==> src/design/tcf_pkg.sv <==
// Shared types, constants and tables for the tilt complementary filter.
// No dependencies; every other design file imports this package.
package tcf_pkg;

  // CORDIC iteration count (8..24) and arctangent table length
  localparam int CORDIC_STEPS = 16;
  localparam int TAB_LEN      = 24;
  localparam int STEP_W       = $clog2(TAB_LEN);

  // Datapath widths
  localparam int ANG_W  = 16;  // angles, 1/128 degree
  localparam int RATE_W = 17;  // bias-corrected rate, accelerometer operands
  localparam int XY_W   = 28;  // CORDIC x/y after scaling by 256 and gain
  localparam int Z_W    = 26;  // CORDIC angle, 1/65536 degree
  localparam int SQ_W   = 32;  // sum of squares
  localparam int ROOT_W = 16;  // square root
  localparam int BD_W   = 29;  // blend difference term
  localparam int NUM_W  = 48;  // blend numerator
  localparam int REM_W  = 49;  // divider remainder
  localparam int QUO_W  = 25;  // divider quotient

  localparam logic signed [ANG_W-1:0] ANG_LIMIT = 16'sd23040;

  // Register indexes
  localparam logic [1:0] REG_BLEND_WEIGHT   = 2'd0;
  localparam logic [1:0] REG_RATE_THRESHOLD = 2'd1;
  localparam logic [1:0] REG_BIAS_RATE_X    = 2'd2;
  localparam logic [1:0] REG_BIAS_RATE_Y    = 2'd3;

  typedef enum logic [2:0] {
    ST_IDLE, ST_SQ1, ST_SQ2, ST_ROOT, ST_PITCH, ST_BLEND, ST_OUT
  } tcf_state_e;

  typedef enum logic [1:0] {BL_IDLE, BL_MUL, BL_DIV} tcf_bl_phase_e;

  // Status of an iterative unit
  typedef struct packed {
    logic busy;
    logic done;
  } tcf_stat_t;

  // atan(2^-i) in 1/65536 degree, rounded
  function automatic logic [21:0] atan_tab(input logic [STEP_W-1:0] i);
    logic [21:0] v;
    case (i)
      5'd0:  v = 22'd2949120;
      5'd1:  v = 22'd1740967;
      5'd2:  v = 22'd919879;
      5'd3:  v = 22'd466945;
      5'd4:  v = 22'd234379;
      5'd5:  v = 22'd117304;
      5'd6:  v = 22'd58666;
      5'd7:  v = 22'd29335;
      5'd8:  v = 22'd14668;
      5'd9:  v = 22'd7334;
      5'd10: v = 22'd3667;
      5'd11: v = 22'd1833;
      5'd12: v = 22'd917;
      5'd13: v = 22'd458;
      5'd14: v = 22'd229;
      5'd15: v = 22'd115;
      5'd16: v = 22'd57;
      5'd17: v = 22'd29;
      5'd18: v = 22'd14;
      5'd19: v = 22'd7;
      5'd20: v = 22'd4;
      5'd21: v = 22'd2;
      5'd22: v = 22'd1;
      default: v = 22'd0;
    endcase
    return v;
  endfunction

  // Saturate to +-180 degrees
  function automatic logic signed [ANG_W-1:0] clamp_ang(input logic signed [27:0] v);
    logic signed [ANG_W-1:0] r;
    if (v > 28'(ANG_LIMIT)) r = ANG_LIMIT;
    else if (v < -28'(ANG_LIMIT)) r = -ANG_LIMIT;
    else r = v[ANG_W-1:0];
    return r;
  endfunction

endpackage

==> src/design/tcf_isqrt.sv <==
// Bit-serial integer square root, two radicand bits per cycle.
// Depends on tcf_pkg.
module tcf_isqrt (
  input  logic                         clk_i,
  input  logic                         rst_ni,
  input  logic                         start_i,
  input  logic [tcf_pkg::SQ_W-1:0]     value_i,
  output logic [tcf_pkg::ROOT_W-1:0]   root_o,
  output tcf_pkg::tcf_stat_t           stat_o
);
  import tcf_pkg::*;

  logic            busy_q, done_q;
  logic [SQ_W-1:0] rem_q, res_q, bit_q;
  logic [SQ_W:0]   trial;
  logic            fits;

  // trial subtract of res + bit
  assign trial = {1'b0, res_q} + {1'b0, bit_q};
  assign fits  = {1'b0, rem_q} >= trial;

  // control
  always_ff @(posedge clk_i or negedge rst_ni) begin
    if (!rst_ni) begin
      busy_q <= 1'b0;
      done_q <= 1'b0;
    end else if (start_i) begin
      busy_q <= 1'b1;
      done_q <= 1'b0;
    end else if (busy_q) begin
      busy_q <= !bit_q[0];
      done_q <= bit_q[0];
    end else begin
      done_q <= 1'b0;
    end
  end

  // datapath
  always_ff @(posedge clk_i) begin
    if (start_i) begin
      rem_q <= value_i;
      res_q <= '0;
      bit_q <= SQ_W'(1) << (SQ_W - 2);
    end else if (busy_q) begin
      if (fits) begin
        rem_q <= rem_q - trial[SQ_W-1:0];
        res_q <= (res_q >> 1) + bit_q;
      end else begin
        res_q <= res_q >> 1;
      end
      bit_q <= bit_q >> 2;
    end
  end

  assign root_o = res_q[ROOT_W-1:0];
  assign stat_o = '{busy: busy_q, done: done_q};

  a_done_pulse: assert property (@(posedge clk_i) disable iff (!rst_ni)
    done_q |=> !done_q) else $error("isqrt done held");
  a_idle_after: assert property (@(posedge clk_i) disable iff (!rst_ni)
    done_q |-> !busy_q) else $error("isqrt busy at done");
  a_start_busy: assert property (@(posedge clk_i) disable iff (!rst_ni)
    start_i |=> busy_q) else $error("isqrt not started");

endmodule

==> config.mk <==
export PLATFORM = sky130hd
export DESIGN_NAME = tcf_isqrt
export DESIGN_NICKNAME = d
export VERILOG_FILES = /design/src/design/tcf_pkg.sv /design/src/design/tcf_isqrt.sv
export SDC_FILE = /design/constraint.sdc
export NUM_CORES = 1
export LEC_CHECK = 0
export ABC_AREA = 1
export BUFFER_PORTS_ARGS = -buffer_cell sky130_fd_sc_hd__buf_2
export CAP_MARGIN = 20
export CORE_AREA = 5 5 107 159
export DETAILED_ROUTE_END_ITERATION = 6
export DIE_AREA = 0 0 112 164
export PLACE_DENSITY = 0.71
export SLEW_MARGIN = 20
export SYNTH_ARGS = -nofsm -noshare
export SYNTH_HDL_FRONTEND = slang
export SYNTH_SLANG_ARGS = --single-unit
==> constraint.sdc <==
create_clock -name clk_i -period 5.6 [get_ports clk_i]
set_clock_uncertainty 0.15 [all_clocks]
set_input_delay 0.28 -clock clk_i [delete_from_list [all_inputs] [get_ports clk_i]]
set_output_delay 0.28 -clock clk_i [all_outputs]
set_load 0.03 [all_outputs]
Yosys cells after proc, flatten, opt, wreduce, memory -nomap -nowiden:

Cells that the tools add are included.

* flip-flop bits (word level): 82
* bits in latches: 0
* memory bits (writable): 0
* bits in read-only memories: 0
* input bits: 35
* output and inout port bits: 18
* word-level logic and storage cells: 21
* memories: 0

* add/sub/neg operators: 3
* multiply operators: 0
* div/mod/pow operators: 0
* $lt $le $gt $ge: 1
* equal/unequal tests: 0
* shift-type cells: 0
* mux-type cells: 8
* bitwise gates (word level): 0
* reductions and logical operators: 4

Operators by type and width (count)
* $mux 32: 4
* $add 32x31->33: 1
* $ge 32x33->1: 1
* $add 31x31->32: 1
* $sub 32x32->32: 1
* $mux 1: 4
* $reduce_bool 2->1: 2
* $reduce_and 2->1: 1
* $logic_not 1->1: 1

Depth between registers and ports, before layout:

* depth in word-level cells: 5
* depth in mapped cells: 29
* gate-level depth less buffers: 28

Worst setup path after synthesis:

OpenSTA, ideal clock, no wires.

* path type: reg2reg
* start: reg bit_q[0]
* end: reg rem_q[0], enable pin
* setup time: 0.389 ns
* data arrival time: 3.873 ns
* required time: 5.061 ns
* path slack: 1.187 ns
* stages on the path, launching flop included: 27
* buffers on the path: 1
* clock period less this slack: 4.413 ns
* cell sequence: dfxtp_1 ha_1 ha_1 nand3_1 nand2_1 nand2_1 a21oi_1 nand2_1 nand2_1 nand2_1 nand2_1 nand2_1 nand2_1 a21oi_1 xor2_1 ha_1 nand2_1 nor2_2 nand2_1 nor3_1 a21oi_1 nor2_2 nor2_8 nand2_4 buf_6 nand2_1 nand2_1

* longest elaborated chain between the ends: 4

Ends and longest elaborated chain
* from (decl): RTL line tcf_isqrt.sv:14 `logic [SQ_W-1:0] rem_q, res_q, bit_q;`
* from (signal assigned): RTL line tcf_isqrt.sv:43 `bit_q <= SQ_W'(1) << (SQ_W - 2);`
* from (signal assigned): RTL line tcf_isqrt.sv:51 `bit_q <= bit_q >> 2;`
* $add 32x31->33: RTL line tcf_isqrt.sv:19 `assign trial = {1'b0, res_q} + {1'b0, bit_q};`
* $ge 32x33->1: RTL line tcf_isqrt.sv:20 `assign fits = {1'b0, rem_q} >= trial;`
* $reduce_bool 2->1 (no line)
* $reduce_and 2->1 (no line)
* to (signal assigned): RTL line tcf_isqrt.sv:41 `rem_q <= value_i;`
* to (signal assigned): RTL line tcf_isqrt.sv:46 `rem_q <= rem_q - trial[SQ_W-1:0];`
* to (decl): RTL line tcf_isqrt.sv:14

No other way between the ends.
A chain may end at the register's enable or synchronous reset.

Worst setup path in the final report:

* start: reg bit_q[0]
* end: reg rem_q[27], enable pin

Same word-level chain as after synthesis.

==> flow_metrics.tcl <==
set metrics [dict create \
    fin_crit_sh 0.845 \
    ys_ff_latch 82 \
    intPower_mw 2.26 \
    yosys_warnings 0 \
    seq_area_frac_synth 0.237 \
    start_util 0.538 \
    whs_path_depth 3 \
    grt_pass1_vias 8353 \
    max_freq_mhz 211 \
    maxCapViolCount 0 \
    synth-edff-count 32 \
    critPathRequiredTime_ps 5460 \
    grt_first_pass_wirelength_mm 41.2 \
    wl_met3_um 921 \
    r2r_start "bit_q[0]" \
    clock_latency_ps 360 \
    chipWidth_um 112 \
    grt_max_degree 74 \
    reg2reg_depth 26 \
    synthCells 1315 \
    routed.top_layer "met4" \
    die-height_um 164 \
    wl_mm 25.5 \
    cp-end-kind "flip-flop" \
    slew_headroom 0.450 \
    dr_wl_met2_mm 13.3 \
    syn-num-nets 1417 \
    clk_pin_slew_ps 70 \
    final_cell_area_mm2 0.00886 \
    top_level_ports 53 \
    cts.sinks 82 \
    worstHoldStart "value_i[18]" \
    total_leakage_power_nw 4.06 \
    area_delta_synth_final_pct 6.39 \
    antenna_left 0 \
    worst_slew_pin_slew_ps 826 \
    p_per_area_mw_per_mm2 534 \
    antenna_cells 0 \
    layout_common_cells "342 x nand2_1, 149 x inv_1, 134 x nand3_1, 134 x nor2_1, 98 x a21oi_1" \
    worst-setup-path-type "flip-flop to flip-flop" \
    grt_usage 0.281 \
    pre_cts_ws_ps 882 \
    dieArea_mm2 0.0184 \
    min_to "rem_q[18]" \
    nNetsFinal 1429 \
    async_flop_share 0.0244 \
    switching_share 0.522 \
    fin_crit_ps 4730 \
    hold_viol 0 \
    cp_max_fo 32 \
    dpl_cell_area_mm2 0.00856 \
    grt-ovfl-total 0 \
    hold_class "input port to flip-flop" \
    arrival_ps 4590 \
    setup_tns_ps 0 \
    port_buffers 52 \
    drc_errors 0 \
    synthesis.area_mm2 0.00833 \
    viasPerCell 5.59 \
    avgRoutedWirePerCell_um 16.6 \
    numCtsBuffers 9 \
    core_mm2 0.0155 \
    cts_tree "done" \
    drive_above_1_share 0.0766 \
    worstReg2RegEnd "rem_q[27]" \
    outcome "finished, final reports clean" \
    pwr-share-clk 0.127 \
    setup_viol 0 \
    ir_drop_mv 0.202 \
    first_iter_violations 438 \
    wl_met1_mm 9.92 \
    pwr-share-comb 0.644 \
    power_frac_seq 0.229 \
    cts_root_buf "clkbuf_16" \
    switching_power_mw 2.47 \
    layout_setup_ws_ps 869 \
    vias 8575 \
    final_common_cell "nand2_1" \
    syn_avg_cell_area_um2 6.33 \
    num-fill-cells 1645 \
    critPathLaunchType "flip-flop" \
    slew_violations 0 \
    synth.distinct_cells 43 \
    postCtsSetupBuffers 0 \
    r2r_setup_slack_ps 870 \
    htreeDepth 3 \
    place.gp.congestion 1.00 \
    std_cell_rows 56 \
    ctsLongestPathBuffers 2 \
    dp_hpwl_mm 19.9 \
    rsz0062_at_grt "false" \
    drtPass1Iterations 5 \
    antenna_found_initial 0 \
    ys.flop_type "dfxtp_1" \
]
worst max-delay path, cell delays in order, from the launching register on:
cell	delay (ps)
dfxtp_1	400
ha_1	200
ha_1	190
nand3_1	90
nand2_1	130
nand2_1	70
a21oi_1	210
nand2_1	80
nand2_1	160
nand2_1	70
nand2_1	110
nand2_1	60
nand2_1	110
a21oi_1	90
xor2_1	160
ha_1	380
nand2_1	140
nor2_2	160
nand2_1	100
nor3_1	160
a21oi_1	100
nor2_2	220
nor2_8	70
nand2_4	190
nand2_1	80
nand2_1	70
buf_4	390
routing by layer:
layer / GRT usage / vias up
li1: - / 4344
met1: 0.309 / 3899
met2: 0.529 / 252
met3: 0.0328 / 80
met4: 0.139 / 0
met5: 0 / -
state kept, by name, summed over array words and instances, names as in the netlist:
signal / count
done_q: 1
rem_q: 32
bit_q: 16
res_q: 32
busy_q: 1
synth_stat cells, types with 3 or more instances:
cell / n / share of area
nand2_1: 342 / 0.15
inv_1: 149 / 0.067
nand3_1: 134 / 0.081
nor2_1: 134 / 0.060
a21oi_1: 98 / 0.059
ha_1: 66 / 0.099
o21ai_0: 54 / 0.032
dfxtp_1: 48 / 0.12
xor2_1: 33 / 0.035
edfxtp_1: 32 / 0.12
o21ai_1: 27 / 0.016
xnor2_1: 26 / 0.027
clkbuf_1: 24 / 0.011
buf_4: 20 / 0.018
nor3_1: 17 / 0.010
o21bai_1: 13 / 0.012
nand4_1: 12 / 0.0090
buf_2: 10 / 0.0060
nand3b_1: 9 / 0.0081
or2_2: 7 / 0.0053
a31oi_1: 6 / 0.0045
a21o_1: 5 / 0.0045
nand2_2: 5 / 0.0038
nor2_2: 5 / 0.0038
buf_6: 4 / 0.0054
nor4_1: 4 / 0.0030
o31ai_1: 4 / 0.0036
buf_1: 3 / 0.0014
o21a_1: 3 / 0.0027
how the worst max path moves through the flow:
| stage | startpoint | end | slack (ps) | cells past startpoint |
|---|---|---|---|---|
| 2_1_floorplan | bit_q[0] | rem_q[0] | 1190 | 26 |
| 3_3_place_gp | bit_q[0] | rem_q[29] | 1050 | 26 |
| 3_5_place_dp | bit_q[0] | rem_q[23] | 880 | 26 |
| 4_1_cts | bit_q[0] | rem_q[29] | 850 | 26 |
| 5_1_grt | bit_q[0] | rem_q[29] | 420 | 26 |
| 6_report | bit_q[0] | rem_q[27] | 870 | 26 |
logic make-up (layout without fill, tap and decap cells):
family                     Yosys count  after routing  share of synthesized area
buffers and inverters              212            229                      0.110
adders and majority gates           67             67                      0.102
DFF                                 82             82                      0.237
and+or+nand+nor                    678            678                      0.349
AOI/OAI and AO/OA                  217            217                      0.141
xor gates and xnor gates            59             59                     0.0621
what timing repair did:
item                                    4_1_cts  5_1_grt
endpoints found under the setup margin        0        0
resized for setup                             0        0
hold buffers                                  1        0
endpoints found under the hold margin         2        0
final cells by class:
class	count	area, um2	area share
well taps	203	254	0.0287
repair buffers	62	338	0.0381
inverters	151	567	0.0640
multi-input cells	1021	5440	0.614
clock inverters	6	47.5	0.00537
clock buffers	10	239	0.0270
flip-flops and latches	82	1970	0.223
per-stage QoR:
| step | hold WS [ps] | util | cells | power, mW |
|---|---|---|---|---|
| after global placement | -80.5 | 0.553 | 1518 | 4.07 |
| after global routing | 47.1 | 0.572 | 1535 | 5.16 |
| after CTS | 32.4 | 0.572 | 1535 | 4.72 |
| final | 39.8 | 0.572 | 1535 | 4.73 |
| after detailed placement | -82.0 | 0.553 | 1518 | 4.09 |
| after floorplan | -166 | - | 1315 | 3.38 |
power groups by stage:
stage,Combinational [mW],Sequential (mW),Clock [mW]
after CTS,3.02,1.08,0.610
after global routing,3.42,1.11,0.634
after floorplan,2.39,0.996,0
final,3.04,1.08,0.600
after global placement,2.98,1.09,0
after detailed placement,3.00,1.09,0
(Power assumes the default switching activity.)
