===== config.mk =====
export PLATFORM = sky130hd
export DESIGN_NAME = tcf_cordic
export DESIGN_NICKNAME = d
export VERILOG_FILES = /design/src/design/tcf_pkg.sv /design/src/design/tcf_cordic.sv
export SDC_FILE = /design/constraint.sdc
export NUM_CORES = 1
export LEC_CHECK = 0
export BUFFER_PORTS_ARGS = -buffer_cell sky130_fd_sc_hd__buf_2
export CAP_MARGIN = 20
export CORE_ASPECT_RATIO = 0.9
export CORE_MARGIN = 2
export CORE_UTILIZATION = 65
export DETAILED_ROUTE_END_ITERATION = 12
export MAX_ROUTING_LAYER = met4
export PLACE_DENSITY = 0.84
export SLEW_MARGIN = 20
export SYNTH_ARGS = -nofsm -noshare
export SYNTH_HDL_FRONTEND = slang
export SYNTH_SLANG_ARGS = --single-unit

===== constraint.sdc =====
create_clock -name clk_i -period 6.8 [get_ports clk_i]
set_input_delay 2.04 -clock clk_i [delete_from_list [all_inputs] [get_ports clk_i]]
set_output_delay 2.04 -clock clk_i [all_outputs]
set_load 0.01 [all_outputs]

===== src/design/tcf_pkg.sv =====
// Shared types, constants and tables for the tilt complementary filter.
// No dependencies; every other design file imports this package.
package tcf_pkg;

  // CORDIC iteration count (8..24) and arctangent table length
  localparam int CORDIC_STEPS = 16;
  localparam int TAB_LEN      = 24;
  localparam int STEP_W       = $clog2(TAB_LEN);

  // Datapath widths
  localparam int ANG_W  = 16;  // angles, 1/128 degree
  localparam int RATE_W = 17;  // bias-corrected rate, accelerometer operands
  localparam int XY_W   = 28;  // CORDIC x/y after scaling by 256 and gain
  localparam int Z_W    = 26;  // CORDIC angle, 1/65536 degree
  localparam int SQ_W   = 32;  // sum of squares
  localparam int ROOT_W = 16;  // square root
  localparam int BD_W   = 29;  // blend difference term
  localparam int NUM_W  = 48;  // blend numerator
  localparam int REM_W  = 49;  // divider remainder
  localparam int QUO_W  = 25;  // divider quotient

  localparam logic signed [ANG_W-1:0] ANG_LIMIT = 16'sd23040;

  // Register indexes
  localparam logic [1:0] REG_BLEND_WEIGHT   = 2'd0;
  localparam logic [1:0] REG_RATE_THRESHOLD = 2'd1;
  localparam logic [1:0] REG_BIAS_RATE_X    = 2'd2;
  localparam logic [1:0] REG_BIAS_RATE_Y    = 2'd3;

  typedef enum logic [2:0] {
    ST_IDLE, ST_SQ1, ST_SQ2, ST_ROOT, ST_PITCH, ST_BLEND, ST_OUT
  } tcf_state_e;

  typedef enum logic [1:0] {BL_IDLE, BL_MUL, BL_DIV} tcf_bl_phase_e;

  // Status of an iterative unit
  typedef struct packed {
    logic busy;
    logic done;
  } tcf_stat_t;

  // atan(2^-i) in 1/65536 degree, rounded
  function automatic logic [21:0] atan_tab(input logic [STEP_W-1:0] i);
    logic [21:0] v;
    case (i)
      5'd0:  v = 22'd2949120;
      5'd1:  v = 22'd1740967;
      5'd2:  v = 22'd919879;
      5'd3:  v = 22'd466945;
      5'd4:  v = 22'd234379;
      5'd5:  v = 22'd117304;
      5'd6:  v = 22'd58666;
      5'd7:  v = 22'd29335;
      5'd8:  v = 22'd14668;
      5'd9:  v = 22'd7334;
      5'd10: v = 22'd3667;
      5'd11: v = 22'd1833;
      5'd12: v = 22'd917;
      5'd13: v = 22'd458;
      5'd14: v = 22'd229;
      5'd15: v = 22'd115;
      5'd16: v = 22'd57;
      5'd17: v = 22'd29;
      5'd18: v = 22'd14;
      5'd19: v = 22'd7;
      5'd20: v = 22'd4;
      5'd21: v = 22'd2;
      5'd22: v = 22'd1;
      default: v = 22'd0;
    endcase
    return v;
  endfunction

  // Saturate to +-180 degrees
  function automatic logic signed [ANG_W-1:0] clamp_ang(input logic signed [27:0] v);
    logic signed [ANG_W-1:0] r;
    if (v > 28'(ANG_LIMIT)) r = ANG_LIMIT;
    else if (v < -28'(ANG_LIMIT)) r = -ANG_LIMIT;
    else r = v[ANG_W-1:0];
    return r;
  endfunction

endpackage


===== src/design/tcf_cordic.sv =====
// Iterative CORDIC in vectoring mode, one micro-rotation per cycle: atan2(y, x).
// Depends on tcf_pkg.
module tcf_cordic (
  input  logic                               clk_i,
  input  logic                               rst_ni,
  input  logic                               start_i,
  input  logic signed [tcf_pkg::RATE_W-1:0]  y_i,
  input  logic signed [tcf_pkg::RATE_W-1:0]  x_i,
  output logic signed [tcf_pkg::ANG_W-1:0]   angle_o,
  output tcf_pkg::tcf_stat_t                 stat_o
);
  import tcf_pkg::*;

  localparam logic signed [Z_W-1:0] Z_90 = Z_W'(90 * 65536);

  logic                     busy_q, done_q, zero_q;
  logic [STEP_W-1:0]        cnt_q;
  logic signed [XY_W-1:0]   x_q, y_q, xs, ys, sx, sy;
  logic signed [Z_W-1:0]    z_q, tabv, zr, zsh;

  // operands scaled by 256
  assign xs = {{(XY_W-RATE_W-8){x_i[RATE_W-1]}}, x_i, 8'd0};
  assign ys = {{(XY_W-RATE_W-8){y_i[RATE_W-1]}}, y_i, 8'd0};

  assign sx   = x_q >>> cnt_q;
  assign sy   = y_q >>> cnt_q;
  assign tabv = $signed({{(Z_W-22){1'b0}}, atan_tab(cnt_q)});

  // control
  always_ff @(posedge clk_i or negedge rst_ni) begin
    if (!rst_ni) begin
      busy_q <= 1'b0;
      done_q <= 1'b0;
      cnt_q  <= '0;
    end else if (start_i) begin
      busy_q <= 1'b1;
      done_q <= 1'b0;
      cnt_q  <= '0;
    end else if (busy_q) begin
      cnt_q <= cnt_q + 1'b1;
      if (cnt_q == STEP_W'(CORDIC_STEPS - 1)) begin
        busy_q <= 1'b0;
        done_q <= 1'b1;
      end
    end else begin
      done_q <= 1'b0;
    end
  end

  // datapath: quadrant pre-rotation, then micro-rotations
  always_ff @(posedge clk_i) begin
    if (start_i) begin
      zero_q <= (x_i == '0) && (y_i == '0);
      if (x_i[RATE_W-1]) begin
        if (!y_i[RATE_W-1]) begin
          x_q <= ys;
          y_q <= -xs;
          z_q <= Z_90;
        end else begin
          x_q <= -ys;
          y_q <= xs;
          z_q <= -Z_90;
        end
      end else begin
        x_q <= xs;
        y_q <= ys;
        z_q <= '0;
      end
    end else if (busy_q) begin
      if (!y_q[XY_W-1]) begin
        x_q <= x_q + sy;
        y_q <= y_q - sx;
        z_q <= z_q + tabv;
      end else begin
        x_q <= x_q - sy;
        y_q <= y_q + sx;
        z_q <= z_q - tabv;
      end
    end
  end

  // 1/65536 degree to 1/128 degree, rounded, saturated
  assign zr      = z_q + Z_W'(256);
  assign zsh     = zr >>> 9;
  assign angle_o = zero_q ? '0 : clamp_ang(28'(zsh));
  assign stat_o  = '{busy: busy_q, done: done_q};

  a_done_pulse: assert property (@(posedge clk_i) disable iff (!rst_ni)
    done_q |=> !done_q) else $error("cordic done held");
  a_cnt_range: assert property (@(posedge clk_i) disable iff (!rst_ni)
    busy_q |-> cnt_q < STEP_W'(CORDIC_STEPS)) else $error("cordic step overrun");
  a_done_idle: assert property (@(posedge clk_i) disable iff (!rst_ni)
    done_q |-> !busy_q) else $error("cordic busy at done");

endmodule


# Yosys cells after proc, flatten, opt, wreduce, memory -nomap -nowiden
# Memory sizes are Yosys's and may differ from the RTL's.
# Index checks and enable logic that the tools add are counted.
# totals
register_bits,90
rom_bits,704
input_bits,37
out_inout_bits,18
word_cells,54
n_memories,1
# op_classes
add_sub_neg,10
order_cmp,2
eq_ne,2
n_shift,2
mux,26
reduce_logical,4
# memory_table
memory,depth,word_bits,rd,rd_ports_with_merged_regs,write_ports,line,text
(no name shown),32,22,1,0,0,tcf_pkg.sv:45,case (i)
# ops
operator,count
$mux 28,10
$mux 26,5
$add 28x28->28,2
$neg 25->28,2
$sshr 28x5->28,2
$sub 28x28->28,2
$mux 16,3
$logic_not 17->1,2
$add 26x10->26 const B,1
$add 26x23->26,1
$sub 26x23->26,1
$gt 17x16->1 const B,1
$lt 17x16->1 const B,1
$mux 5,2
$mux 1,6
$add 5x1->5 const B,1
$eq 5x4->1 const B,1
$ne 3x2->1 const B,1
$reduce_bool 2->1,1
$logic_and 1x1->1,1

# Depth between registers and ports, before layout
# depth
depth_word,5
ltp_mapped,25
mapped_depth_nobuf,20

# Worst setup path before layout
# OpenSTA, ideal clock, no wires.
# synth_path
path_type,register to register
startpoint,reg cnt_q[0]
endpoint,"reg y_q[26], data pin"
setup_ps,261
arrival_ps,5597
required_ps,6539
path_slack_ps,942
stages_incl_launch_ff,25
n_path_buf,6
period_less_slack_ps,5858
path_cell_list,dfrtp_1 buf_4 buf_6 buf_6 buf_4 buf_2 mux2i_1 mux2i_1 a22o_1 a211oi_1 nand4_1 nor2_1 nor2_1 xnor2_1 ha_1 clkbuf_1 nand4_1 nor3_1 or3_1 o31a_1 o41ai_1 o21ai_0 a211oi_1 nor4b_1 a311o_1
# synth_via
elab_chain_len,5
elab_cells_between_ends,6
cone_classes,2 x add/sub; 1 x shift; 3 x mux
# synth_lines
item,line,text
"start, declared",tcf_cordic.sv:17,logic [STEP_W-1:0] cnt_q;
"start signal, assigned",tcf_cordic.sv:40,cnt_q <= cnt_q + 1'b1;
$sshr 28x5->28 *,tcf_cordic.sv:25,assign sx = x_q >>> cnt_q;
$sub 28x28->28 or $add 28x28->28 (tied branches),"tcf_cordic.sv:72, tcf_cordic.sv:76",
$mux 28 *,tcf_cordic.sv:70,if (!y_q[XY_W-1]) begin
$mux 28 *,tcf_cordic.sv:69,end else if (busy_q) begin
$mux 28 *,tcf_cordic.sv:52,if (start_i) begin
"end signal, assigned",tcf_cordic.sv:57,y_q <= -xs;
"end signal, assigned",tcf_cordic.sv:72,y_q <= y_q - sx;
"end signal, assigned",tcf_cordic.sv:76,y_q <= y_q + sx;
"end, declared",tcf_cordic.sv:18,"logic signed [XY_W-1:0] x_q, y_q, xs, ys, sx, sy;"
# Mark *: on every way between the ends. The rest lies on a longest branch, timed or not. The select of a mux whose other input is x is not followed.
# A chain may end at the register's enable or synchronous reset.

# Final worst setup path
# layout_path
startpoint,reg cnt_q[2]
endpoint,"reg x_q[27], data pin"
# layout_via
elab_chain_len,5
elab_cells_between_ends,6
cone_classes,2 x add/sub; 1 x shift; 3 x mux
# layout_lines
item,line,text
$sshr 28x5->28 *,tcf_cordic.sv:26,assign sy = y_q >>> cnt_q;
$add 28x28->28 or $sub 28x28->28 (tied branches),"tcf_cordic.sv:71, tcf_cordic.sv:75",
$mux 28 *,tcf_cordic.sv:70,
$mux 28 *,tcf_cordic.sv:69,
$mux 28 *,tcf_cordic.sv:52,
"end signal, assigned",tcf_cordic.sv:56,x_q <= ys;
"end signal, assigned",tcf_cordic.sv:71,x_q <= x_q + sy;
"end signal, assigned",tcf_cordic.sv:75,x_q <= x_q - sy;
"end, declared",tcf_cordic.sv:18,
# Marked as above.

==> impl_metrics.tcl <==
set metrics [dict create \
    drive_above_1_share_pct 13.5 \
    vias 15272 \
    cp_slowest_cell "dfrtp_4" \
    clock_sinks 90 \
    cts_buffers 9 \
    vdd_drop_max_v 0.000544 \
    leakagePower_uw 0.00637 \
    ctsResizeCount 0 \
    synth-async-reset-ratio_pct 7.78 \
    reg2reg_from "cnt_q[2]" \
    fmax_mhz 154 \
    die_h_um 148 \
    rsz0062_at_grt "no" \
    ios 55 \
    fill_cells 1818 \
    dieArea_um2 24300 \
    status "complete, no violations" \
    crit_path_start_kind "flop" \
    synth-seq-area-share_pct 17.8 \
    worstPathRequired_ns 6.91 \
    ant_nets 0 \
    synth_compound_area_share_pct 24.2 \
    syn-cell-area_um2 15000 \
    grt_max_degree 67 \
    grt_pass1_wl_um 77800 \
    cts_hold_buf 0 \
    clockRootBuffer "clkbuf_16" \
    grt_pass1_vias 13848 \
    die_x_um 164 \
    max-cap-violations 0 \
    netlist-cell-type-count 88 \
    first_iter_violations 2175 \
    cp_num_buf_inv 0 \
    stdcell_count 2133 \
    relSlewSlack_pct 25.6 \
    final_hold_viol_count 0 \
    clk_pin_slew_ns 0.09 \
    path_class "flop to flop" \
    crit_chain "mux2_2 > mux4_2 > mux4_2 > nor4b_4 > nor4b_4 > nand4_1 > nor3_1 > mux2_2 > a21oi_1 > ha_1 > and3_1 > and3_1 > a211o_1 > o22ai_1 > a21oi_1 > a211o_1 > a41oi_1 > nor2_1 > mux2_1" \
    routed_wl_um 50900 \
    fin_crit_sh_pct 95.2 \
    arrival_ns 6.59 \
    tightest_slew_ns 1.11 \
    final.min_clock_period_ns 6.48 \
    cts_max_level 3 \
    ys_ff_latch 90 \
    powerDensity_nw_per_um2 612 \
    syn_avg_cell_area_um2 8.23 \
    crit_path_max_fanout 31 \
    synthMuxAreaShare_pct 15.3 \
    drt-wirelength-per-cell_um 23.9 \
    worstSetupStartpoint "cnt_q[2]" \
    antenna_found_initial 1 \
    portBuffers 54 \
    track_usage_pct 42.6 \
    dr.pass1.iters 8 \
    post-cts-setup-buffer-count 0 \
    yosysWarnings 0 \
    rows 52 \
    crit_path_end_kind "flop" \
    holdCritStartpoint "done_q" \
    initial_core_util_pct 66.5 \
    insertion_delay_ns 0.38 \
    finClkSkew_ns 0.0237 \
    route.detailed.drc 0 \
    setup_violations 0 \
    synth_edf_count 83 \
    fin_nets 1971 \
    synth_top_family_by_area "compound AO/OA/AOI/OAI gates" \
    drt-vias-per-instance 7.16 \
    synth_flop_cell "edfxtp_1" \
    grt.overflow.total 0 \
    gp_congestion 1.05 \
    final_max_slew_viol_count 0 \
    cts_buffer_depth 2 \
    area_growth_pct 5.79 \
    syn-num-nets 1966 \
    hold_class "flop to flop" \
    critical-path-max-stage-delay_ns 0.70 \
    yosys.area_share.simple_pct 19.7 \
    dp.cells 2116 \
    netlist_instances 1825 \
    cts_tree "built" \
    synthAdderAreaFrac_pct 8.81 \
    synthXorXnorAreaFrac_pct 9.36 \
    core-area_um2 22600 \
    dp_hpwl_um 38900 \
    cp_top_family "multiplexers" \
    setup_tns_ns 0 \
]
## kinds of logic after synthesis
group           Yosys count
compound gates          552
xor+xnor                159
fa+ha+maj               104
buf+inv                 170
flops                    90
mux                     158
simple gates            592
## path summary, 6_finish.rpt
path | cells after the start | slack, ns | endpoint
setup / recovery | 19 | 0.32 | x_q[27]
hold / removal | 2 | 0.58 | done_q
setup reg to reg | 19 | 0.32 | x_q[27]
hold reg to reg | 2 | 0.58 | done_q
max in group asynchronous | 1 | 5.08 | cnt_q[1]
min in group asynchronous | 1 | 1.50 | done_q
## layer usage
layer	vias up	global-route usage [%]	part of all wire, %
li1	6929	-	-
met1	7237	54.7	40
met2	925	65.0	44
met3	181	8.45	10
met4	0	18.9	5.5
met5	-	-	0
## synth_stat cells (27+ instances only)
library cell | number | area (um^2)
ha_1 | 101 | 1260
xor2_1 | 70 | 613
o21ai_0 | 120 | 601
inv_1 | 52 | 195
clkbuf_1 | 75 | 282
xnor2_1 | 88 | 771
mux2_2 | 35 | 394
a21oi_1 | 122 | 611
nand3_1 | 40 | 200
a31oi_1 | 27 | 169
nand2_1 | 157 | 589
nor2_1 | 169 | 634
nor2b_1 | 29 | 181
o211ai_1 | 40 | 300
nor3_1 | 46 | 230
edfxtp_1 | 83 | 2490
mux2i_1 | 67 | 671
a21o_1 | 33 | 248
mux4_2 | 54 | 1220
## through the flow
stage	hold WS [ns]	setup WS (ns)	util [%]	instance area (um^2)	total power (uW)
finish	0.577	0.323	70.4	15900	9730
detailed placement	0.552	0.462	69.1	15600	8930
global route	0.596	0.0433	70.4	15900	10500
floorplan	0.514	0.942	-	15000	7070
CTS	0.568	0.411	70.4	15900	9500
global placement	0.529	0.592	69.1	15600	8740
## tightest hold or removal path: stages, from the launching register on
cell and delay (ns):
dfrtp_1 0.39, nor2_1 0.10, nor3_1 0.06
## where the power goes
group	switching, uW	leakage [uW]	internal (uW)	total, uW
logic	4340	0.00523	3300	7640
clock network	264	0.000136	261	525
registers	539	0.00101	1020	1560
## cell type report
type                            count  area [um^2]  share of cell area [%]
Timing Repair Buffer              109          711                    4.47
Clock buffer                       11          243                    1.53
Sequential cell                    90         2680                    16.9
Inverter                           55          206                    1.30
Multi-Input combinational cell   1565        11600                    73.2
Clock inverter                      5         38.8                   0.244
Antenna cell                        1         2.50                  0.0157
Tap cell                          297          372                    2.34
## state kept, by name (all words and copies together) (netlist names)
signal and cells:
x_q 28, y_q 28, busy_q 1, z_q 26, cnt_q 5, done_q 1
zero_q 1
## cells in the final DEF, fill, tap and decap left out, drive strengths merged, types with 20 or more instances in the layout
cell type  netlist  layout
a211oi          24      24
a21o            33      33
a21oi          123     123
a31oi           27      27
and3            20      20
buf             40     109
edfxtp          83      83
ha             101     101
inv             55      56
mux2            37      37
mux2i           67      67
mux4            54      54
nand2          157     157
nand2b          20      20
nand3           41      41
nor2           169     169
nor2b           29      29
nor3            48      48
o211ai          40      40
o21ai          120     120
o22ai           22      22
o31ai           23      23
xnor2           88      88
xor2            70      70
Power figures use the tool's default switching activity.
