File: src/design/tcf_pkg.sv
// Shared types, constants and tables for the tilt complementary filter.
// No dependencies; every other design file imports this package.
package tcf_pkg;

  // CORDIC iteration count (8..24) and arctangent table length
  localparam int CORDIC_STEPS = 16;
  localparam int TAB_LEN      = 24;
  localparam int STEP_W       = $clog2(TAB_LEN);

  // Datapath widths
  localparam int ANG_W  = 16;  // angles, 1/128 degree
  localparam int RATE_W = 17;  // bias-corrected rate, accelerometer operands
  localparam int XY_W   = 28;  // CORDIC x/y after scaling by 256 and gain
  localparam int Z_W    = 26;  // CORDIC angle, 1/65536 degree
  localparam int SQ_W   = 32;  // sum of squares
  localparam int ROOT_W = 16;  // square root
  localparam int BD_W   = 29;  // blend difference term
  localparam int NUM_W  = 48;  // blend numerator
  localparam int REM_W  = 49;  // divider remainder
  localparam int QUO_W  = 25;  // divider quotient

  localparam logic signed [ANG_W-1:0] ANG_LIMIT = 16'sd23040;

  // Register indexes
  localparam logic [1:0] REG_BLEND_WEIGHT   = 2'd0;
  localparam logic [1:0] REG_RATE_THRESHOLD = 2'd1;
  localparam logic [1:0] REG_BIAS_RATE_X    = 2'd2;
  localparam logic [1:0] REG_BIAS_RATE_Y    = 2'd3;

  typedef enum logic [2:0] {
    ST_IDLE, ST_SQ1, ST_SQ2, ST_ROOT, ST_PITCH, ST_BLEND, ST_OUT
  } tcf_state_e;

  typedef enum logic [1:0] {BL_IDLE, BL_MUL, BL_DIV} tcf_bl_phase_e;

  // Status of an iterative unit
  typedef struct packed {
    logic busy;
    logic done;
  } tcf_stat_t;

  // atan(2^-i) in 1/65536 degree, rounded
  function automatic logic [21:0] atan_tab(input logic [STEP_W-1:0] i);
    logic [21:0] v;
    case (i)
      5'd0:  v = 22'd2949120;
      5'd1:  v = 22'd1740967;
      5'd2:  v = 22'd919879;
      5'd3:  v = 22'd466945;
      5'd4:  v = 22'd234379;
      5'd5:  v = 22'd117304;
      5'd6:  v = 22'd58666;
      5'd7:  v = 22'd29335;
      5'd8:  v = 22'd14668;
      5'd9:  v = 22'd7334;
      5'd10: v = 22'd3667;
      5'd11: v = 22'd1833;
      5'd12: v = 22'd917;
      5'd13: v = 22'd458;
      5'd14: v = 22'd229;
      5'd15: v = 22'd115;
      5'd16: v = 22'd57;
      5'd17: v = 22'd29;
      5'd18: v = 22'd14;
      5'd19: v = 22'd7;
      5'd20: v = 22'd4;
      5'd21: v = 22'd2;
      5'd22: v = 22'd1;
      default: v = 22'd0;
    endcase
    return v;
  endfunction

  // Saturate to +-180 degrees
  function automatic logic signed [ANG_W-1:0] clamp_ang(input logic signed [27:0] v);
    logic signed [ANG_W-1:0] r;
    if (v > 28'(ANG_LIMIT)) r = ANG_LIMIT;
    else if (v < -28'(ANG_LIMIT)) r = -ANG_LIMIT;
    else r = v[ANG_W-1:0];
    return r;
  endfunction

endpackage

File: src/design/tcf_blend.sv
// Serial blend unit: shift-add multiply by the weight, then restoring divide
// by 8192000 one quotient bit per cycle. Depends on tcf_pkg.
module tcf_blend (
  input  logic                               clk_i,
  input  logic                               rst_ni,
  input  logic                               start_i,
  input  logic signed [tcf_pkg::ANG_W-1:0]   angle_i,
  input  logic signed [tcf_pkg::RATE_W-1:0]  rate_i,
  input  logic [9:0]                         ms_i,
  input  logic signed [tcf_pkg::ANG_W-1:0]   acc_i,
  input  logic [15:0]                        weight_i,
  output logic signed [tcf_pkg::ANG_W-1:0]   angle_o,
  output tcf_pkg::tcf_stat_t                 stat_o
);
  import tcf_pkg::*;

  // divisor at the top quotient bit; offset = half divisor for rounding plus
  // a multiple of the divisor that makes the dividend non-negative
  localparam logic [REM_W-1:0] DIV_TOP = REM_W'(64'd8192000 << (QUO_W - 1));
  localparam logic [REM_W-1:0] BL_OFS  = DIV_TOP + REM_W'(4096000);
  localparam logic signed [QUO_W:0] Q_BIAS = (QUO_W+1)'(64'd1 << (QUO_W - 1));

  tcf_bl_phase_e             phase_q;
  logic                      done_q;
  logic [STEP_W-1:0]         cnt_q;
  logic [15:0]               w_q;
  logic signed [NUM_W-1:0]   num_q, dsh_q, num_nxt;
  logic [REM_W-1:0]          rem_q, dv_q;
  logic [QUO_W-1:0]          quo_q;
  logic signed [BD_W-1:0]    p_w, q_w;
  logic                      ge;
  logic signed [QUO_W:0]     qs;

  // a*P + (65536-a)*Q = a*(P-Q) + 65536*Q
  assign p_w = BD_W'(angle_i) * BD_W'(125)
             + BD_W'(rate_i) * BD_W'($signed({1'b0, ms_i}));
  assign q_w = BD_W'(acc_i) * BD_W'(125);

  assign num_nxt = num_q + (w_q[0] ? dsh_q : '0);
  assign ge      = rem_q >= dv_q;

  // control
  always_ff @(posedge clk_i or negedge rst_ni) begin
    if (!rst_ni) begin
      phase_q <= BL_IDLE;
      done_q  <= 1'b0;
      cnt_q   <= '0;
    end else if (start_i) begin
      phase_q <= BL_MUL;
      done_q  <= 1'b0;
      cnt_q   <= '0;
    end else begin
      done_q <= 1'b0;
      unique case (phase_q)
        BL_MUL: begin
          cnt_q <= cnt_q + 1'b1;
          if (cnt_q == STEP_W'(15)) begin
            phase_q <= BL_DIV;
            cnt_q   <= '0;
          end
        end
        BL_DIV: begin
          cnt_q <= cnt_q + 1'b1;
          if (cnt_q == STEP_W'(QUO_W - 1)) begin
            phase_q <= BL_IDLE;
            done_q  <= 1'b1;
          end
        end
        default: ;
      endcase
    end
  end

  // datapath
  always_ff @(posedge clk_i) begin
    if (start_i) begin
      w_q   <= weight_i;
      num_q <= NUM_W'(q_w) <<< 16;
      dsh_q <= NUM_W'(p_w - q_w);
    end else if (phase_q == BL_MUL) begin
      num_q <= num_nxt;
      dsh_q <= dsh_q <<< 1;
      w_q   <= w_q >> 1;
      if (cnt_q == STEP_W'(15)) begin
        rem_q <= REM_W'(num_nxt) + BL_OFS;
        dv_q  <= DIV_TOP;
        quo_q <= '0;
      end
    end else if (phase_q == BL_DIV) begin
      if (ge) rem_q <= rem_q - dv_q;
      quo_q <= {quo_q[QUO_W-2:0], ge};
      dv_q  <= dv_q >> 1;
    end
  end

  assign qs      = $signed({1'b0, quo_q}) - Q_BIAS;
  assign angle_o = clamp_ang(28'(qs));
  assign stat_o  = '{busy: phase_q != BL_IDLE, done: done_q};

  a_done_pulse: assert property (@(posedge clk_i) disable iff (!rst_ni)
    done_q |=> !done_q) else $error("blend done held");
  a_done_from_div: assert property (@(posedge clk_i) disable iff (!rst_ni)
    done_q |-> $past(phase_q == BL_DIV)) else $error("blend done without divide");
  a_mul_to_div: assert property (@(posedge clk_i) disable iff (!rst_ni)
    (phase_q == BL_MUL && cnt_q == STEP_W'(15) && !start_i) |=> phase_q == BL_DIV)
    else $error("blend missed divide phase");

endmodule

File: config.mk
export PLATFORM = sky130hd
export DESIGN_NAME = tcf_blend
export DESIGN_NICKNAME = d
export VERILOG_FILES = /design/src/design/tcf_pkg.sv /design/src/design/tcf_blend.sv
export SDC_FILE = /design/constraint.sdc
export NUM_CORES = 1
export LEC_CHECK = 0
export BUFFER_PORTS_ARGS = -buffer_cell sky130_fd_sc_hd__buf_2
export CAP_MARGIN = 15
export CORE_MARGIN = 4
export CORE_UTILIZATION = 35
export DETAILED_ROUTE_END_ITERATION = 8
export PLACE_DENSITY_LB_ADDON = 0.05
export SYNTH_ARGS = -nofsm -noshare
export SYNTH_HDL_FRONTEND = slang
export SYNTH_SLANG_ARGS = --single-unit
export TNS_END_PERCENT = 20
File: constraint.sdc
create_clock -name clk_i -period 21.3 [get_ports clk_i]
set_input_delay 4.26 -clock clk_i [delete_from_list [all_inputs] [get_ports clk_i]]
set_output_delay 4.26 -clock clk_i [all_outputs]
set_load 0.05 [all_outputs]
# Word level (Yosys, flattened, before mapping)

Cells that the tools add are included.

Add/sub/neg operators: 7
$mul: 3
Magnitude comparators: 3
Equal/unequal tests: 7
Mux-type cells: 29
Bitwise operators: 1
Reductions and logical operators: 8

Operators with widths:

| operator                 | number |
|---|---|
| $mux W49                 | 7 |
| $mux W48                 | 5 |
| $mux W25                 | 3 |
| $mux W16                 | 4 |
| $add A48 B48 Y49 const B | 1 |
| $ge A49 B49 Y1           | 1 |
| $sub A49 B49 Y49         | 1 |
| $add A48 B48 Y48         | 1 |
| $mul A16 B8 Y24 const B  | 2 |
| $sub A29 B24 Y30         | 1 |
| $add A24 B28 Y29         | 1 |
| $mul A17 B11 Y28         | 1 |
| $gt A26 B16 Y1 const B   | 1 |
| $lt A26 B16 Y1 const B   | 1 |
| $sub A25 B25 Y26 const B | 1 |
| $mux W5                  | 2 |
| $pmux W5 S2              | 1 |
| $reduce_bool A2 Y1       | 4 |
| $mux W2                  | 3 |
| $ne A3 B3 Y1 const B     | 2 |
| $reduce_and A3 Y1        | 2 |
| $add A5 B1 Y5 const B    | 1 |
| $eq A5 B4 Y1 const B     | 1 |
| $eq A5 B5 Y1 const B     | 1 |
| other kinds (8)          | 10 |

Flip-flop bits (word level): 243
Bits of input ports: 78
Word-level logic and storage cells: 68

# Logic depth before layout (Yosys ltp)

Gate-level depths: netlist of run 1.

Depth after elaboration: 5
Gate-level depth with buffers: 43
Depth with buffers taken out: 41

# Least setup slack after synthesis of run 1

No wires, ideal clock.

Path kind: input -> register
From: input acc_i[5] in the netlist's numbering
To: register dsh_q[36], data pin
Data arrival time: 13978 ps
Setup slack: 7047 ps
Stages on the path: 39
Path buffers: 2
Path through: inv_1 fa_1 fa_1 inv_1 fa_1 inv_1 fa_1 inv_1 ha_1 inv_1 o21ai_0 a21oi_1 o21bai_1 a221o_1 o41a_1 a21oi_1 xor2_1 ha_1 [... 3 more ...] fa_1 fa_1 inv_1 fa_1 inv_1 fa_1 inv_1 ha_1 a21o_1 a31oi_1 o21ai_0 a211oi_1 nor3_1 o31ai_1 o31a_1 clkbuf_1 clkbuf_1 nand3_1

Longest elaborated chain between the ends: 3

RTL lines:

| element              | RTL line        | source |
|---|---|---|
| start, declared      | tcf_blend.sv:10 | `input logic signed [tcf_pkg::ANG_W-1:0] acc_i,` |
| $mul A16 B8 Y24      | tcf_blend.sv:37 | `assign q_w = BD_W'(acc_i) * BD_W'(125);` |
| $sub A29 B24 Y30     | tcf_blend.sv:79 | `dsh_q <= NUM_W'(p_w - q_w);` |
| $mux W48             | tcf_blend.sv:76 | `if (start_i) begin` |
| end signal, assigned | tcf_blend.sv:79 |  |
| end signal, assigned | tcf_blend.sv:82 | `dsh_q <= dsh_q <<< 1;` |
| end, declared        | tcf_blend.sv:27 | `logic signed [NUM_W-1:0] num_q, dsh_q, num_nxt;` |

Every way passes these cells.
A chain may end at the register's enable or synchronous reset.

# Final worst setup path of run 1

From: input acc_i[2] in the netlist's numbering
To: register dsh_q[41], data pin

Same word-level chain as after synthesis.

==> results of run 1 <==
cell usage in the layout, fill, tap and decap left out, drive strengths merged, types with 40 or more instances in the layout:
master,synthesis,layout
ha,287,287
clkbuf,87,44
and2,144,144
o21ai,135,135
nand3,63,63
nor3,52,52
nand2,302,302
xor2,51,51
xnor2,85,85
edfxtp,217,217
a21o,70,70
nor2,176,176
fa,352,352
mux2,40,40
inv,671,674
buf,22,112
a21oi,173,173
final timing paths:
kind                              to  slack [ps]  cells past startpoint
min in group asynchronous   cnt_q[1]        3520                      1
max                        dsh_q[41]        6560                     38
min                        num_q[12]         480                      2
max reg2reg                rem_q[48]       15840                     17
min reg2reg                num_q[12]         480                      2
max in group asynchronous     done_q       17610                      1
sequential cells by signal (all words and copies together) (netlist names):
| signal | flops |
|---|---|
| rem_q | 49 |
| done_q | 1 |
| cnt_q | 5 |
| phase_q | 2 |
| num_q | 48 |
| dsh_q | 48 |
| w_q | 16 |
| quo_q | 25 |
| dv_q | 47 |
area by class of cell:
type | count | area, um^2 | area share
clock inverters | 10 | 91.3 | 0.00273
repair buffers | 112 | 606 | 0.0181
clock buffers | 44 | 917 | 0.0274
multi-input cells | 2329 | 20800 | 0.623
well taps | 1155 | 1450 | 0.0432
flip-flops and latches | 241 | 7040 | 0.211
inverters | 671 | 2520 | 0.0754
routing by layer:
layer  wire length, um  share of wire  track usage  vias up
li1                  -              -            -    11100
met1             38600           0.48        0.245    11100
met2             38400           0.48        0.300      278
met3              2420          0.030       0.0153       49
met4              1130          0.014       0.0268        0
met5                 0              0            0        -
metrics by stage:
| step | instance area (um^2) | setup WS, ps | hold WS (ps) |
|---|---|---|---|
| after floorplan | 30800 | 7050 | 441 |
| after global placement | 32400 | 6100 | 471 |
| after detailed placement | 32400 | 5930 | 472 |
| after CTS | 33400 | 6530 | 481 |
| after global routing | 33400 | 5890 | 503 |
| final | 33400 | 6560 | 482 |
worst max-delay path: cells and delay by family:
| family | cells | cell delay, ps |
|---|---|---|
| AOI/OAI and AO/OA | 12 | 3240 |
| and+or+nand+nor | 3 | 620 |
| adders and majority gates | 13 | 5730 |
| xor gates and xnor gates | 1 | 530 |
| buffers and inverters | 9 | 590 |
cell families after synthesis:
| kind of cell | count (synthesis) | share of synthesized area |
|---|---|---|
| buffers and inverters | 780 | 0.0961 |
| adders and majority gates | 639 | 0.346 |
| AOI/OAI and AO/OA | 570 | 0.122 |
| DFF | 241 | 0.229 |
| muxes | 49 | 0.0176 |
| and+or+nand+nor | 935 | 0.152 |
| xor gates and xnor gates | 136 | 0.0387 |
==> flow_summary_export.csv, run 1 <==
group,metric,value,unit
timing,setup-tns-final,0,ps
worst_setup_path,worstSetupStartpointType,"input pin",
detailed_routing,via_count,22500,
logic_synthesis,synth.distinct_cells,97,
detailed_routing,first_iter_violations,981,
layout,final_nets,4101,
timing,post-route-period-util,0.692,
detailed_routing,drcViolationCount,0,
global_routing,grt_pass1_wl,131,mm
global_routing,grt_pass1_vias,23900,
layout,drive_above_1_share,0.0751,
cts,cts_tree,"done",
timing,maxSlewViolCount,0,
cts,clk_latency,570,ps
logic_synthesis,postSynthAreaPerCell,9.19,um^2
detailed_routing,avgRoutedWirePerCell,17.6,um
placement,dp_cells,4508,
worst_setup_path,critPathArrivalTime,15010,ps
logic_synthesis,synth_area,30800,um^2
worst_setup_path,cpMaxStageDelayCell,"o31a_1",
floorplan,dieArea,92700,um^2
logic_synthesis,synth-seq-area-share,0.229,
worst_setup_path,path_max_fanout,19,
timing,min_period,14740,ps
worst_setup_path,crit_path_frequent_cell,"fa_1",
cts,cts_buffer_depth,3,
logic_synthesis,synth_most_common_cell,"inv_1",
logic_synthesis,synth_edf_count,217,
global_routing,overflow,0,
worst_hold_path,min_from,"num_q[12]",
placement,io_buffers,95,
logic_synthesis,ys_async_sr_fraction,0.0332,
floorplan,io_pins,96,
floorplan,floorplan.initialDensity,0.354,
timing,worst_clock_skew,14.1,ps
cts,postCtsHoldBufs,0,
timing,max_freq,67.9,MHz
logic_synthesis,syn_inst,3350,
floorplan,rows,108,
timing,maxSlewHeadroom,0.365,
timing,timing_hold_violations_final,0,
layout,fillers,8926,
run,drv_cap,0,
run_status,status,"complete, no violations",
worst_setup_path,critPathKind,"input pin to register",
timing,rsz0062_at_grt,"false",
logic_synthesis,yosys_warnings,0,
logic_synthesis,synth_common_cells,"inv_1 (669), fa_1 (352), nand2_1 (301)",
cts,clk_pin_slew,60,ps
logic_synthesis,netlist.area_leader.share,0.229,
cts,clkSinkCount,241,
cts,cts.htree.levels,1,
global_routing,antenna_found_initial,1,
logic_synthesis,ys.flop_type,"edfxtp_1",
worst_setup_path,reg2reg_from,"w_q[0]",
logic_synthesis,synthTopCellsByArea,"fa_1 (23%), edfxtp_1 (21%), ha_1 (12%)",
worst_setup_path,required,21580,ps
logic_synthesis,yosys.area.top_type,"fa_1",
cts,numCtsBuffers,29,
global_routing,grt_start_max_net_pins,73,
logic_synthesis,ys_ff_latch,241,
layout,diodes,0,
timing,max_slew.worst_pin.slew,953,ps
placement,hpwlAfterDp,67.1,mm
cts,ctsResizeCount,0,
layout,instances_no_fill,4562,
worst_hold_path,hold_path.class,"register to register",
detailed_routing,wl,80.5,mm
floorplan,floorplan.die.height,305,um
worst_setup_path,crit_path_start,"acc_i[2]",
timing,finalSetupViolations,0,
cts,cts-root-buf,"clkbuf_16",
floorplan,die_w,305,um
detailed_routing,vias_per_cell,4.92,
layout,fin_util,0.384,
logic_synthesis,synth_fp_nets,4067,
detailed_routing,firstDrtPassIters,6,
global_routing,grt_usage,0.174,
layout,syn2layout_area_growth,8.60,%
detailed_routing,ant_nets,0,
worst_setup_path,end_kind,"register",
placement,place_congestion,0.855,
worst_setup_path,max_stage_delay,700,ps
cts,postCtsSetupRepairBufs,0,
floorplan,core_area,87000,um^2
Power of run 1 is left out: the tool's default activity adds up to more than one toggle a clock period on the data nets, which glitch-free logic cannot reach.
==> run 2, diff against run 1 <==
Clock period 21.3 ns to 12.56 ns, I/O delays scaled along.
==> flow_summary_export.csv, run 2 (synthesis results as in run 1) <==
group,metric,value,unit
layout,fin_util,0.395,
timing,max_slew.worst_pin.slew,962,ps
global_routing,antenna_found_initial,1,
placement,place_congestion,0.880,
run,drv_cap,0,
detailed_routing,drcViolationCount,0,
detailed_routing,routed-wl-met2,37.9,mm
floorplan,floorplan.initialDensity,0.354,
cts,numCtsBuffers,27,
timing,timing.final.ws_setup,503,ps
detailed_routing,vias_per_cell,4.92,
floorplan,dieArea,92700,um^2
global_routing,grt_start_max_net_pins,74,
worst_setup_path,max_stage_delay,550,ps
cts,cts_tree,"done",
floorplan,floorplan.die.height,305,um
floorplan,io_pins,96,
timing,maxSlewViolCount,0,
timing,worst_clock_skew,15.9,ps
detailed_routing,avgRoutedWirePerCell,17.0,um
timing,max_freq,82.9,MHz
worst_setup_path,cpMaxStageDelayCell,"fa_1",
worst_hold_path,hold_path.class,"register to register",
placement,io_buffers,95,
layout,drive_above_1_share,0.108,
global_routing,grt_pass1_vias,24200,
worst_setup_path,path_max_fanout,4,
cts,clk_pin_slew,60,ps
cts,cts-root-buf,"clkbuf_16",
detailed_routing,wl_met1,37.6,mm
timing,finalSetupViolations,0,
worst_setup_path,worstSetupStartpointType,"input pin",
worst_setup_path,required,12870,ps
detailed_routing,firstDrtPassIters,5,
worst_setup_path,critPathKind,"input pin to register",
detailed_routing,first_iter_violations,1084,
cts,clk_latency,560,ps
run_status,status,"complete, no violations",
worst_setup_path,crit_path_frequent_cell,"fa_1",
layout,final_common_cell,"inv_1",
floorplan,core_area,87000,um^2
detailed_routing,via_count,23000,
global_routing,grt_pass1_wl,130,mm
cts,postCtsHoldBufs,0,
detailed_routing,dr_wl_met3,2.40,mm
timing,timing_hold_violations_final,0,
layout,regMostFlops,"rem_q",
layout,layout_common_cells,"inv_1 (668), fa_1 (352), nand2_1 (299), ha_1 (285), edfxtp_1 (217)",
placement,dpl_worst_slack,-325,ps
worst_setup_path,critPathArrivalTime,12370,ps
floorplan,die_w,305,um
floorplan,rows,108,
global_routing,grt_usage,0.171,
layout,syn2layout_area_growth,11.6,%
layout,largest_register_ffs,49,
cts,clkSinkCount,241,
cts,cts_buffer_depth,3,
detailed_routing,top_layer,"met4",
placement,hpwlAfterDp,66.3,mm
timing,post-route-period-util,0.960,
timing,maxSlewHeadroom,0.358,
layout,final_nets,4217,
global_routing,overflow,0,
cts,cts.htree.levels,1,
layout,diodes,0,
timing,min_period,12060,ps
worst_setup_path,end_kind,"register",
layout,top_regs,"rem_q x49, dsh_q x48, num_q x48",
detailed_routing,ant_nets,0,
detailed_routing,wl,79.4,mm
## run 2: cell count changes in the layout (fill, tap and decap cells not counted), sizes merged
cell,before,now
buf,112,230
clkbuf,44,41
bufinv,1,3
inv,674,672
clkinvlp,1,0
## run 2: per-stage QoR
step	hold WS [ps]	std cells	area (um^2)	setup TNS [ps]
final	471	4676	34400	0
after global routing	500	4676	34400	-18.4
after CTS	474	4674	34200	0
after detailed placement	464	4624	33300	-6300
after global placement	458	4624	33300	-6490
after floorplan	441	3350	30800	0
## run 2: timing repair
action	CTS	global route
setup endpoints to repair	0	24
buffers inserted	0	1
gates resized for setup	0	22
## run 2: metal layers
metal | vias up | global-route usage
li1 | 11300 | -
met1 | 11300 | 0.239
met2 | 332 | 0.294
met3 | 69 | 0.0128
met4 | 0 | 0.0341
met5 | - | 0
## run 2: final cells by class
class	count	area, um^2
flip-flops and latches	241	7040
fillers	8830	52700
repair buffers	230	1520
inverters	671	2520
clock inverters	9	120
well taps	1155	1450
multi-input cells	2329	20900
clock buffers	41	822
## run 2: worst paths after layout
path	start	end	slack, ps	cells after the start
min in group asynchronous	rst_ni	phase_q[0]	1790	1
max in group asynchronous	rst_ni	cnt_q[2]	10590	1
setup / recovery	acc_i[5]	dsh_q[27]	500	38
hold reg to reg	num_q[2]	num_q[2]	470	2
setup reg to reg	w_q[0]	rem_q[48]	7310	16
hold / removal	num_q[2]	num_q[2]	470	2
## run 2: critical path: cells and delay by family
family / cells / cell delay, ps
AOI/OAI and AO/OA: 7 / 1750
and+or+nand+nor: 4 / 860
xor gates and xnor gates: 2 / 250
muxes: 1 / 260
adders and majority gates: 13 / 5910
buffers and inverters: 11 / 800
Power of run 2 is left out for the same reason.
==> run 3, diff against run 2 <==
Clock period 12.56 ns to 13.29 ns, I/O delays scaled along.
==> flow_summary_export.csv, run 3 (synthesis results as in run 1) <==
group,metric,value,unit
run_status,status,"complete, no violations",
cts,numCtsBuffers,29,
worst_setup_path,critPathTopFamily,"adder cells",
detailed_routing,via_count,22700,
worst_setup_path,crit_path_frequent_cell,"fa_1",
placement,io_buffers,95,
layout,final_common_cell,"inv_1",
placement,hpwlAfterDp,66.6,mm
timing,min_period,12680,ps
layout,final_nets,4127,
global_routing,grt_start_max_net_pins,73,
layout,top_regs,"rem_q x49, dsh_q x48, num_q x48",
timing,post-route-period-util,0.954,
detailed_routing,firstDrtPassIters,7,
timing,timing_hold_violations_final,0,
layout,drive_above_1_share,0.0801,
global_routing,overflow,0,
cts,ctsResizeCount,0,
worst_setup_path,crit_path_start,"acc_i[6]",
timing,maxSlewViolCount,0,
worst_setup_path,path_max_fanout,4,
timing,max_freq,78.9,MHz
floorplan,dieArea,92700,um^2
cts,clk_pin_slew,60,ps
floorplan,io_pins,96,
floorplan,core_area,87000,um^2
worst_setup_path,cpMaxStageDelayCell,"fa_1",
timing,finalSetupViolations,0,
run,drv_cap,0,
worst_setup_path,end_kind,"register",
worst_hold_path,holdPathStages,2,
placement,placed_cell_area,32600,um^2
worst_setup_path,critPathKind,"input pin to register",
layout,diodes,0,
global_routing,grt_usage,0.173,
worst_setup_path,ff2ff_path_depth,17,
detailed_routing,drcViolationCount,0,
cts,cts.htree.levels,1,
worst_setup_path,path_buf_inv,10,
timing,worst_clock_skew,11.3,ps
placement,place_congestion,0.856,
floorplan,die_w,305,um
timing,holdWs,471,ps
worst_hold_path,min_from,"num_q[2]",
worst_setup_path,critical_path_depth,39,
layout,postLayoutCellArea,33500,um^2
cts,postCtsHoldBufs,0,
worst_setup_path,reg2reg_from,"w_q[0]",
worst_setup_path,worstSetupStartpointType,"input pin",
layout,syn2layout_area_growth,8.94,%
worst_hold_path,hold_path.class,"register to register",
floorplan,floorplan.initialDensity,0.354,
detailed_routing,first_iter_violations,1239,
cts,clkSinkCount,241,
detailed_routing,ant_nets,0,
cts,cts_tree,"done",
layout,largest_register_ffs,49,
cts,clk_latency,580,ps
detailed_routing,vias_per_cell,4.94,
timing,max_slew.worst_pin.slew,973,ps
timing,setup-tns-final,0,ps
timing,maxSlewHeadroom,0.351,
layout,regMostFlops,"rem_q",
cts,postCtsSetupRepairBufs,0,
layout,fin_util,0.385,
timing,rsz0062_at_grt,"false",
worst_setup_path,required,13610,ps
floorplan,rows,108,
global_routing,grt_pass1_wl,131,mm
floorplan,floorplan.die.height,305,um
global_routing,antenna_found_initial,1,
detailed_routing,wl,80.2,mm
detailed_routing,avgRoutedWirePerCell,17.5,um
cts,cts_buffer_depth,3,
global_routing,grt_pass1_vias,24300,
layout,layout_common_cells,"inv_1 (669), fa_1 (352), nand2_1 (300), ha_1 (286), edfxtp_1 (217)",
worst_setup_path,critPathArrivalTime,13000,ps
worst_setup_path,max_stage_delay,540,ps
cts,cts-root-buf,"clkbuf_16",
-- run 3: cell count changes in the layout (fill, tap and decap cells not counted), moves of 3 or more --
cell | before | now
buf_4 | 134 | 43
o21ai_0 | 117 | 121
o21ai_1 | 14 | 10
a2111oi_0 | 4 | 7
clkbuf_8 | 3 | 0
xnor2_1 | 82 | 85
xnor2_2 | 3 | 0
-- run 3: worst register-to-register path, cell delays in order, from the launching register on --
cell and delay, ps:
edfxtp_1 320, buf_4 330, and2_1 210, ha_1 240, inv_1 80, fa_1 420, nand2b_1 210, a21oi_2 240
o21ai_0 130, buf_4 170, a21oi_2 290, nor3_2 150, o32a_1 360, o21ai_1 590, nor4b_1 410, nor4b_1 670
nand2_1 140, a31o_2 270
-- run 3: metrics by stage --
step                worst slack [ps]  instances
floorplan                        639       3350
global placement                86.8       4534
detailed placement             -8.36       4534
CTS                              579       4587
global route                    66.1       4587
finish                           611       4587
-- run 3: routing by layer --
metal	vias up	routed length, um	GRT usage
met5	-	0	0
met4	0	1140	0.0276
met3	64	2500	0.0128
met2	322	38400	0.298
met1	11200	38200	0.244
li1	11100	-	-
-- run 3: cell type report --
| type | instances | area (um^2) |
|---|---|---|
| Clock inverter | 16 | 151 |
| Tap cell | 1155 | 1450 |
| Timing Repair Buffer | 138 | 813 |
| Clock buffer | 37 | 756 |
| Inverter | 671 | 2520 |
| Multi-Input combinational cell | 2329 | 20800 |
| Sequential cell | 241 | 7040 |
| Fill cell | 8930 | 53500 |
-- run 3: worst paths after layout --
kind                         endpoint  slack, ps
max                         dsh_q[27]        610
min                          num_q[2]        470
max reg2reg                 rem_q[48]       7790
min reg2reg                  num_q[2]        470
max in group asynchronous    cnt_q[0]      11200
min in group asynchronous  phase_q[0]       1920
Power of run 3 is left out for the same reason.
